### config.mk
export PLATFORM = sky130hd
export DESIGN_NAME = lru_key_value_cache
export DESIGN_NICKNAME = d
export VERILOG_FILES = /design/src/hdl/lkvc_pkg.sv /design/src/hdl/lru_key_value_cache.sv
export SDC_FILE = /design/constraint.sdc
export NUM_CORES = 2
export LEC_CHECK = 0
export BUFFER_PORTS_ARGS = -buffer_cell sky130_fd_sc_hd__buf_2
export CAP_MARGIN = 40
export CORE_MARGIN = 2
export CORE_UTILIZATION = 30
export DETAILED_ROUTE_END_ITERATION = 7
export GPL_ROUTABILITY_DRIVEN = 0
export GPL_TIMING_DRIVEN = 0
export SLEW_MARGIN = 20
export SYNTH_ARGS = -nofsm -noshare
export SYNTH_HDL_FRONTEND = slang
export SYNTH_SLANG_ARGS = --single-unit
### constraint.sdc
create_clock -name aclk -period 17.61 [get_ports aclk]
set_input_delay 3.522 -clock aclk [delete_from_list [all_inputs] [get_ports aclk]]
set_output_delay 3.522 -clock aclk [all_outputs]
set_load 0.01 [all_outputs]
### src/hdl/lkvc_pkg.sv
`timescale 1ns / 1ps

package lkvc_pkg;

    localparam int DEF_MAX_ENTRIES = 16;
    localparam int DEF_KEY_BITS    = 16;

    localparam int IN_KEY_BITS = 16;
    localparam int VALUE_BITS  = 32;
    localparam int CAP_BITS    = 5;
    localparam int PDATA_BITS  = 32;
    localparam int PADDR_BITS  = 2;

    localparam logic [CAP_BITS-1:0] CAP_RESET = CAP_BITS'(16);

    typedef enum logic {
        OP_GET = 1'b0,
        OP_PUT = 1'b1
    } lkvc_op_t;

    typedef struct packed {
        lkvc_op_t                      opcode;
        logic [IN_KEY_BITS-1:0]        lookup_key;
        logic signed [VALUE_BITS-1:0]  write_value;
    } lkvc_req_t;

    typedef struct packed {
        logic                          hit;
        logic signed [VALUE_BITS-1:0]  read_value;
    } lkvc_rsp_t;

    localparam logic signed [VALUE_BITS-1:0] MISS_VALUE = '1;
    localparam logic signed [VALUE_BITS-1:0] PUT_VALUE  = '0;

endpackage

### src/hdl/lru_key_value_cache.sv
`timescale 1ns / 1ps

// LRU key-value cache. A fully associative store of up to MAX_ENTRIES
// key/value pairs with least-recently-used replacement. Each transfer on the
// s_ channel is a get or a put; each produces exactly one transfer on the m_
// channel, in order. Throughput is one item per clock while m_ready keeps
// the output register drained: the item sits in an input register, parallel
// tag match and per-entry recency update decide the result and the new
// state, and the result lands in an output register, which drives m_valid.
// The per-entry tag compare and rank update set the cycle time. Recency is
// kept as a rank per entry (0 = most recent). The capacity register at byte
// address 0 (5 bits, reset 16) limits how many entries are held; a value of
// 0 acts as 1 and values above MAX_ENTRIES act as MAX_ENTRIES. Lowering it
// evicts nothing at once: each later put of a new key evicts one oldest
// entry. Entry valid bits clear at reset, so no clearing pass is needed.
module lru_key_value_cache #(
    parameter int MAX_ENTRIES = lkvc_pkg::DEF_MAX_ENTRIES,
    parameter int KEY_BITS    = lkvc_pkg::DEF_KEY_BITS
) (
    input  logic                              aclk,
    input  logic                              aresetn,

    input  logic                              s_valid,
    output logic                              s_ready,
    input  lkvc_pkg::lkvc_req_t               s_data,

    output logic                              m_valid,
    input  logic                              m_ready,
    output lkvc_pkg::lkvc_rsp_t               m_data,

    input  logic                              psel,
    input  logic                              penable,
    input  logic                              pwrite,
    input  logic [lkvc_pkg::PADDR_BITS-1:0]   paddr,
    input  logic [lkvc_pkg::PDATA_BITS-1:0]   pwdata,
    output logic [lkvc_pkg::PDATA_BITS-1:0]   prdata,
    output logic                              pready
);
    import lkvc_pkg::*;

    // Stored key width: only the low KEY_BITS of the 16-bit input key count.
    localparam int KW   = (KEY_BITS < IN_KEY_BITS) ? KEY_BITS : IN_KEY_BITS;
    localparam int IW   = (MAX_ENTRIES > 1) ? $clog2(MAX_ENTRIES) : 1;
    localparam int RW   = IW;
    localparam int CW   = $clog2(MAX_ENTRIES + 1);
    localparam int CMPW = (CW > CAP_BITS) ? CW : CAP_BITS;

    // Byte address of the capacity register.
    localparam logic [PADDR_BITS-1:0] CAP_ADDR = '0;

    // ---------------------------------------------------------------
    // Configuration port: one register, at the capacity address.
    // ---------------------------------------------------------------
    logic [CAP_BITS-1:0] cap_reg;
    logic                cfg_write;

    assign pready    = 1'b1;
    assign cfg_write = psel && penable && pwrite && pready && (paddr == CAP_ADDR);
    assign prdata    = PDATA_BITS'(cap_reg);

    always_ff @(posedge aclk) begin
        if (!aresetn) begin
            cap_reg <= CAP_RESET;
        end else if (cfg_write) begin
            cap_reg <= pwdata[CAP_BITS-1:0];
        end
    end

    // ---------------------------------------------------------------
    // Handshake: input register feeds the single-pass logic, which
    // fires whenever the output register is free or being drained.
    // ---------------------------------------------------------------
    lkvc_req_t req_reg;
    logic      req_vld_reg;
    logic      req_vld_next;
    logic      out_vld_reg;
    logic      out_vld_next;
    logic      proc;
    logic      s_accept;

    assign proc     = req_vld_reg && (!out_vld_reg || m_ready);
    assign s_ready  = !req_vld_reg || proc;
    assign s_accept = s_valid && s_ready;

    assign req_vld_next = s_accept || (req_vld_reg && !proc);
    assign out_vld_next = proc || (out_vld_reg && !m_ready);

    always_ff @(posedge aclk) begin
        if (!aresetn) begin
            req_vld_reg <= 1'b0;
            out_vld_reg <= 1'b0;
        end else begin
            req_vld_reg <= req_vld_next;
            out_vld_reg <= out_vld_next;
        end
    end

    // Capture the incoming transfer; payload needs no reset.
    always_ff @(posedge aclk) begin
        if (s_accept) begin
            req_reg <= s_data;
        end
    end

    // ---------------------------------------------------------------
    // Entry state
    // ---------------------------------------------------------------
    logic [KW-1:0]         key_reg   [MAX_ENTRIES];
    logic [VALUE_BITS-1:0] value_mem [MAX_ENTRIES];
    logic [MAX_ENTRIES-1:0] valid_reg, valid_next;
    logic [RW-1:0]         rank_reg  [MAX_ENTRIES];
    logic [RW-1:0]         rank_next [MAX_ENTRIES];
    logic [CW-1:0]         used_reg, used_next;

    // ---------------------------------------------------------------
    // Single-pass lookup and update
    // ---------------------------------------------------------------
    logic [KW-1:0]          in_key;
    logic                   is_put;
    logic [MAX_ENTRIES-1:0] match_vec;
    logic [MAX_ENTRIES-1:0] evict_vec;
    logic [MAX_ENTRIES-1:0] free_vec;
    logic                   hit;
    logic [IW-1:0]          hit_idx;
    logic [RW-1:0]          hit_rank;
    logic [IW-1:0]          slot_idx;
    logic                   slot_found;
    logic [CMPW-1:0]        cap_ext;
    logic [CMPW-1:0]        eff_cap;
    logic [CW-1:0]          used_m1;
    logic                   need_evict;

    assign in_key = req_reg.lookup_key[KW-1:0];
    assign is_put = (req_reg.opcode == OP_PUT);

    // Effective capacity: clamp to 1 .. MAX_ENTRIES.
    always_comb begin
        cap_ext = CMPW'(cap_reg);
        if (cap_ext == '0) begin
            eff_cap = CMPW'(1);
        end else if (cap_ext > CMPW'(MAX_ENTRIES)) begin
            eff_cap = CMPW'(MAX_ENTRIES);
        end else begin
            eff_cap = cap_ext;
        end
    end

    assign used_m1 = used_reg - CW'(1);

    // Tag match, hit index and rank of the hit entry.
    always_comb begin
        hit_idx  = '0;
        hit_rank = '0;
        for (int i = 0; i < MAX_ENTRIES; i++) begin
            match_vec[i] = valid_reg[i] && (key_reg[i] == in_key);
            if (match_vec[i]) begin
                hit_idx  = hit_idx | IW'(i);
                hit_rank = hit_rank | rank_reg[i];
            end
        end
        hit = |match_vec;
    end

    // The oldest valid entry holds rank used-1; evict it on a full put miss.
    assign need_evict = is_put && !hit && (CMPW'(used_reg) >= eff_cap);

    always_comb begin
        for (int i = 0; i < MAX_ENTRIES; i++) begin
            evict_vec[i] = need_evict && valid_reg[i] && (rank_reg[i] == used_m1[RW-1:0]);
            free_vec[i]  = !valid_reg[i] || evict_vec[i];
        end
    end

    // Lowest free entry takes the new key.
    always_comb begin
        slot_idx   = '0;
        slot_found = 1'b0;
        for (int i = MAX_ENTRIES - 1; i >= 0; i--) begin
            if (free_vec[i]) begin
                slot_idx   = IW'(i);
                slot_found = 1'b1;
            end
        end
    end

    // Next valid bits, ranks and fill count.
    always_comb begin
        valid_next = valid_reg;
        used_next  = used_reg;
        for (int i = 0; i < MAX_ENTRIES; i++) begin
            rank_next[i] = rank_reg[i];
        end
        if (proc) begin
            if (hit) begin
                // Promote the hit entry; the more recent ones age by one.
                for (int i = 0; i < MAX_ENTRIES; i++) begin
                    if (match_vec[i]) begin
                        rank_next[i] = '0;
                    end else if (valid_reg[i] && (rank_reg[i] < hit_rank)) begin
                        rank_next[i] = rank_reg[i] + RW'(1);
                    end
                end
            end else if (is_put) begin
                // Drop the victim, age every survivor, insert as most recent.
                for (int i = 0; i < MAX_ENTRIES; i++) begin
                    if (evict_vec[i]) begin
                        valid_next[i] = 1'b0;
                        rank_next[i]  = '0;
                    end else if (valid_reg[i]) begin
                        rank_next[i] = rank_reg[i] + RW'(1);
                    end
                    if (slot_found && (slot_idx == IW'(i))) begin
                        valid_next[i] = 1'b1;
                        rank_next[i]  = '0;
                    end
                end
                if (need_evict && !slot_found) begin
                    used_next = used_reg - CW'(1);
                end else if (!need_evict && slot_found) begin
                    used_next = used_reg + CW'(1);
                end
            end
        end
    end

    always_ff @(posedge aclk) begin
        if (!aresetn) begin
            valid_reg <= '0;
            used_reg  <= '0;
            for (int i = 0; i < MAX_ENTRIES; i++) begin
                rank_reg[i] <= '0;
            end
        end else begin
            valid_reg <= valid_next;
            used_reg  <= used_next;
            for (int i = 0; i < MAX_ENTRIES; i++) begin
                rank_reg[i] <= rank_next[i];
            end
        end
    end

    // Key tags: written only when a new entry is inserted.
    always_ff @(posedge aclk) begin
        for (int i = 0; i < MAX_ENTRIES; i++) begin
            if (proc && is_put && !hit && slot_found && (slot_idx == IW'(i))) begin
                key_reg[i] <= in_key;
            end
        end
    end

    // Value store: one write port (put) and one registered read port (get).
    always_ff @(posedge aclk) begin
        if (proc && is_put) begin
            if (hit) begin
                value_mem[hit_idx] <= req_reg.write_value;
            end else if (slot_found) begin
                value_mem[slot_idx] <= req_reg.write_value;
            end
        end
    end

    // Result register; the value read comes straight out of the store.
    lkvc_rsp_t rsp_reg;

    always_ff @(posedge aclk) begin
        if (proc) begin
            rsp_reg.hit <= hit;
            if (is_put) begin
                rsp_reg.read_value <= PUT_VALUE;
            end else if (hit) begin
                rsp_reg.read_value <= value_mem[hit_idx];
            end else begin
                rsp_reg.read_value <= MISS_VALUE;
            end
        end
    end

    assign m_valid = out_vld_reg;
    assign m_data  = rsp_reg;

endmodule

======== After elaboration in Yosys (flattened, before gate mapping) ========
Memories as Yosys holds them, arrays and structs flattened.
Cells that the tools add are included.
Widths: inputs -> output; s select.
operators by class
  reductions and logical operators ........ 207
  bitwise logic cells ..................... 32
  $add $sub $neg .......................... 18
  eq/ne operators ......................... 47
  mux-type cells .......................... 288
  $lt $le $gt $ge ......................... 18
operators with widths
  kind                 count
  $mux 4               152
  $eq 16x16->1         16
  $reduce_or 16->1     16
  $mux 16              15
  $mux 64              3
  $logic_and 1x1->1    110
  $mux 1               106
  $reduce_and 4->1     17
  $add 4x1->4 const B  16
  $eq 4x4->1           16
  $lt 4x4->1           16
  $mux 32              2
  $or 4x4->4           15
  $reduce_bool 2->1    17
  $eq 4x4->1 const B   8
  $reduce_or 32->1     1
  $logic_not 1->1      23
  $logic_or 1x1->1     20
  $mux 5               4
  $eq 4x3->1 const B   4
  $or 1x1->1           16
  $mux 3               4
  $eq 4x2->1 const B   2
  $add 5x1->5 const B  1
  9 further kinds      10
word-level totals
  memories kept ........................... 3
  bits of input ports ..................... 90
  register bits after elaboration ......... 110
  logic and storage cells ................. 638
  RAM bits ................................ 832
memory list
  name       words  width  read ports  clocked after memory_dff  wr ports  RTL line                    RTL
  value_mem  16     32     1           0                         1         lru_key_value_cache.sv:109  logic [VALUE_BITS-1:0] value_mem [MAX_ENTRIES];
  key_reg    16     16     16          0                         1         lru_key_value_cache.sv:108  logic [KW-1:0] key_reg [MAX_ENTRIES];
  rank_reg   16     4      16          0                         16        lru_key_value_cache.sv:111  logic [RW-1:0] rank_reg [MAX_ENTRIES];

======== Depth between registers and ports, before layout ========
An unclocked memory read counts as a cell.
  depth in word-level cells ............... 46
  gate-level depth with buffers ........... 21
  depth with buffers taken out ............ 20

======== Worst setup path before layout ========
Ideal clock, no wire load.
  path type ............................... input-to-reg
  from .................................... input m_ready
  to ...................................... memory value_mem[11][0], enable pin
  arrival ................................. 7.843 ns
  slack ................................... 9.346 ns
  library setup time ...................... 0.421 ns
  required time ........................... 17.189 ns
  cell stages on the path ................. 8
  cell sequence ........................... nor2b_1 -> nor2b_1 -> nand2_1 -> nor2_1 -> o31ai_1 -> o21ai_0 -> nand2_1 -> nor2_1
on the way
  cells in the longest elaborated chain, start to end .. 7
  elaborated cells between the ends (all ways) .. 10
  classes of those cells .................. mux: 6; reduce/logical: 4
ends and longest elaborated chain
  item                                        RTL line                    RTL
  from (decl)                                 lru_key_value_cache.sv:28   input logic m_ready,
  $logic_or 1x1->1 *                          lru_key_value_cache.sv:81   assign proc = req_vld_reg && (!out_vld_reg || m_ready);
  $logic_and 1x1->1 *                         lru_key_value_cache.sv:81
  net proc                                    lru_key_value_cache.sv:78   logic proc;
  $logic_and 1x1->1 *                         lru_key_value_cache.sv:253  if (proc && is_put) begin
  $mux 1                                      lru_key_value_cache.sv:253
  $mux 1 (not written as such)                lru_key_value_cache.sv:257  value_mem[slot_idx] <= req_reg.write_value;
  $reduce_or 32->1 (no line)                  -
  $mux 4 (no line) or $mux 1 (tied branches)  -
  to (decl)                                   lru_key_value_cache.sv:109
Mark *: on every way through the listed nets, which the timed path passes. The rest lies on a longest branch.

======== Final worst setup path ========
  from .................................... input m_ready
  to ...................................... output s_ready
on the way
  cells in the longest elaborated chain, start to end .. 3
ends and longest elaborated chain
  item               RTL line                   RTL
  $logic_or 1x1->1   lru_key_value_cache.sv:81
  $logic_and 1x1->1  lru_key_value_cache.sv:81
  $logic_or 1x1->1   lru_key_value_cache.sv:82  assign s_ready = !req_vld_reg || proc;
  to (decl)          lru_key_value_cache.sv:24  output logic s_ready,
Every way passes these cells.

==> metrics <==
die area 144300 µm²; final core occ a little over a third; maximum vdd drop around 0.089 mV; ys async rst share 0%; most frequent cell after synthesis edfxtp_1; via/cell ratio 5.282; Rows about 140; Clock Skew between 40 and 50 ps; pwr dens around 93 nW/µm²; Final Hold Vio Count 0; post-route ant nets 0; max reg flops about 500; unrepaired setup endpoints after global routing false; post-CTS setup buffers 0; GRT Total Usage roughly 17%; Place WS 9899 ps; depth of the most critical reg-to-reg path 19; Cell Area, Synth 42370 µm²; Multi-input gate area about 14000 µm²; Pleak ~0.016 µW; drt pass-1 iters 8; CP Max Fanout 4; # IOs about 160; pin count of the biggest net entering global routing 33; ys flop type edfxtp_1; total grt overflow 0; slew at the pin closest to its max-slew limit 954.0 ps; number of enable flip-flop cells after synthesis 850; share of cells above drive strength 1 around 14%; startpoint class of the critical path input port; Critical Path RT roughly 14000 ps; Hold Buf Count CTS 0; drt total wl around 130000 µm; Synth cell types between 100 and 150; first-pass GRT wire length 187400 µm; Root Buffer clkbuf_16; drt wl/cell 24.15 µm; Sink Count about 940; Tcrit/Tclk final 43.82%; worst skew pair latency 710 ps; final setup vio count 0; Max Cap Viol 0; antenna violations before repair 2; PostCTS Resize Cnt 0; synth top area cells edfxtp_1 60%, dfxtp_1 4.3%, mux2i_1 4.1%, xor2_1 3.8%, xnor2_1 3.1%; DP Cell Count around 5.2k; Initial DRC Count between 3k and 4k; nature of the critical path endpoint output port; syn avg cell area between 10 and 15 µm²; WHS Path Cells 2; FILL cells ~14k; Synth Instances around 3.1k; Synth Warn # 0; register-to-register setup slack ~10000 ps; Post-route DRC 0; Layout Nets about 3.6k; clock buffer depth 3; die width ~380 µm; register bit total from synthesis around 940; Max Fclk 0.1296 GHz; CTS Buf Count just under 100; status finished, final reports clean; Starting Density 30.29%; Core Area approximately 140000 µm²; Worst Path Class, Setup in2out; ant diodes 0; H-tree Lvls 3; routed vias 28.54k; commonest cells in the synthesized netlist 850 x edfxtp_1, 208 x a21oi_1, 195 x nor2_1, 182 x xor2_1, 173 x mux2i_1; register area share after synthesis about 65%; Hold Path Class reg2reg; Chip Height 379.8 µm; Slew Limit Fails 0; HPWL Detailed just over 90000 µm; Yosys top cell by area edfxtp_1; TritonCTS clock tree yes; area grow syn2layout 17.87%; Port Buf Inserts around 100; FF+latch area ~27000 µm²; vias in the first global route 27.35k; Cell Count, Final, Fillers Out around 5.4k; worst setup margin ~9900 ps; top cell type's share of synthesized area 60.24%; Clock Pin Slew Worst Setup and Hold Paths around 60 ps; Period minus WS final 7717 ps; TNS Setup 0 ps; WP data arrival between 4000 and 5000 ps; relative slew slack between 30% and 40%
-- layout by cell type (no fill, tap or decap), types with 37 or more instances in the layout --
cell type	count
nor2_1	172
o21ai_0	67
o22ai_1	135
nand4_1	37
buf_6	38
dfxtp_1	92
mux2i_1	173
edfxtp_1	850
clkbuf_1	126
nor4_1	43
inv_1	51
xnor2_1	149
nand3_1	60
ha_1	72
a211oi_1	76
xor2_1	182
buf_2	126
a21oi_1	208
clkbuf_16	97
buf_4	58
nand2_1	109
-- per-stage QoR --
stage | hold slack, ps | cell area [µm²] | total power, µW
2_1_floorplan | 475.0 | 42470 | 2630
3_3_place_gp | 501.0 | 45330 | 2711
3_5_place_dp | 512.2 | 46830 | 2726
4_1_cts | 529.1 | 49850 | 4687
5_1_grt | 550.8 | 49950 | 4792
6_report | 522.1 | 49950 | 4660
-- cell type report --
class | count | area share [%]
Buffer | 190 | 2.059
Clock buffer | 125 | 5.090
Clock inverter | 52 | 0.9569
Inverter | 52 | 0.3908
Multi-Input combinational cell | 1972 | 28.31
Sequential cell | 942 | 54.79
Tap cell | 1876 | 4.699
Timing Repair Buffer | 195 | 3.702
-- worst max-delay path, cell delays in order --
cell	delay (ps)
buf_2	90
nor2b_1	290
nand2_1	130
buf_2	160
-- cells by family after synthesis --
logic type               after synthesis  share of synthesized area [%]
buffers and inverters                242                          2.888
XOR/XNOR                             333                          6.918
AO/OA/AOI/OAI                        674                          10.49
AND/OR/NAND/NOR                      691                          8.864
adder cells (fa/ha/maj)               72                          2.126
multiplexers                         174                          4.113
other                                  2                        0.01772
flip-flops                           942                          64.58
-- power breakdown --
group	leakage, µW	total, µW	switching, µW	internal (µW)
Sequential	0.00844	2490	32.8	2450
Clock	0.00145	1980	866	1110
Combinational	0.00626	196	124	71.7
Total	0.0161	4660	1020	3640
-- worst paths after layout --
kind	from	to
setup / recovery	m_ready	s_ready
hold / removal	used_reg[4]$_SDFFE_PN0P_	used_reg[4]$_SDFFE_PN0P_
setup reg to reg	in_key[10]$_DFFE_PP_	value_mem[10][13]$_DFFE_PP_
hold reg to reg	used_reg[4]$_SDFFE_PN0P_	used_reg[4]$_SDFFE_PN0P_
-- routing by layer --
layer	part of all wire (%)	global-route usage, %	up-vias
met3	8.1	3.530	305
met5	0	0	-
met1	40	22.05	14200
met4	4.2	7.238	0
met2	48	29.15	1367
li1	-	-	12680
(Power assumes the default switching activity.)
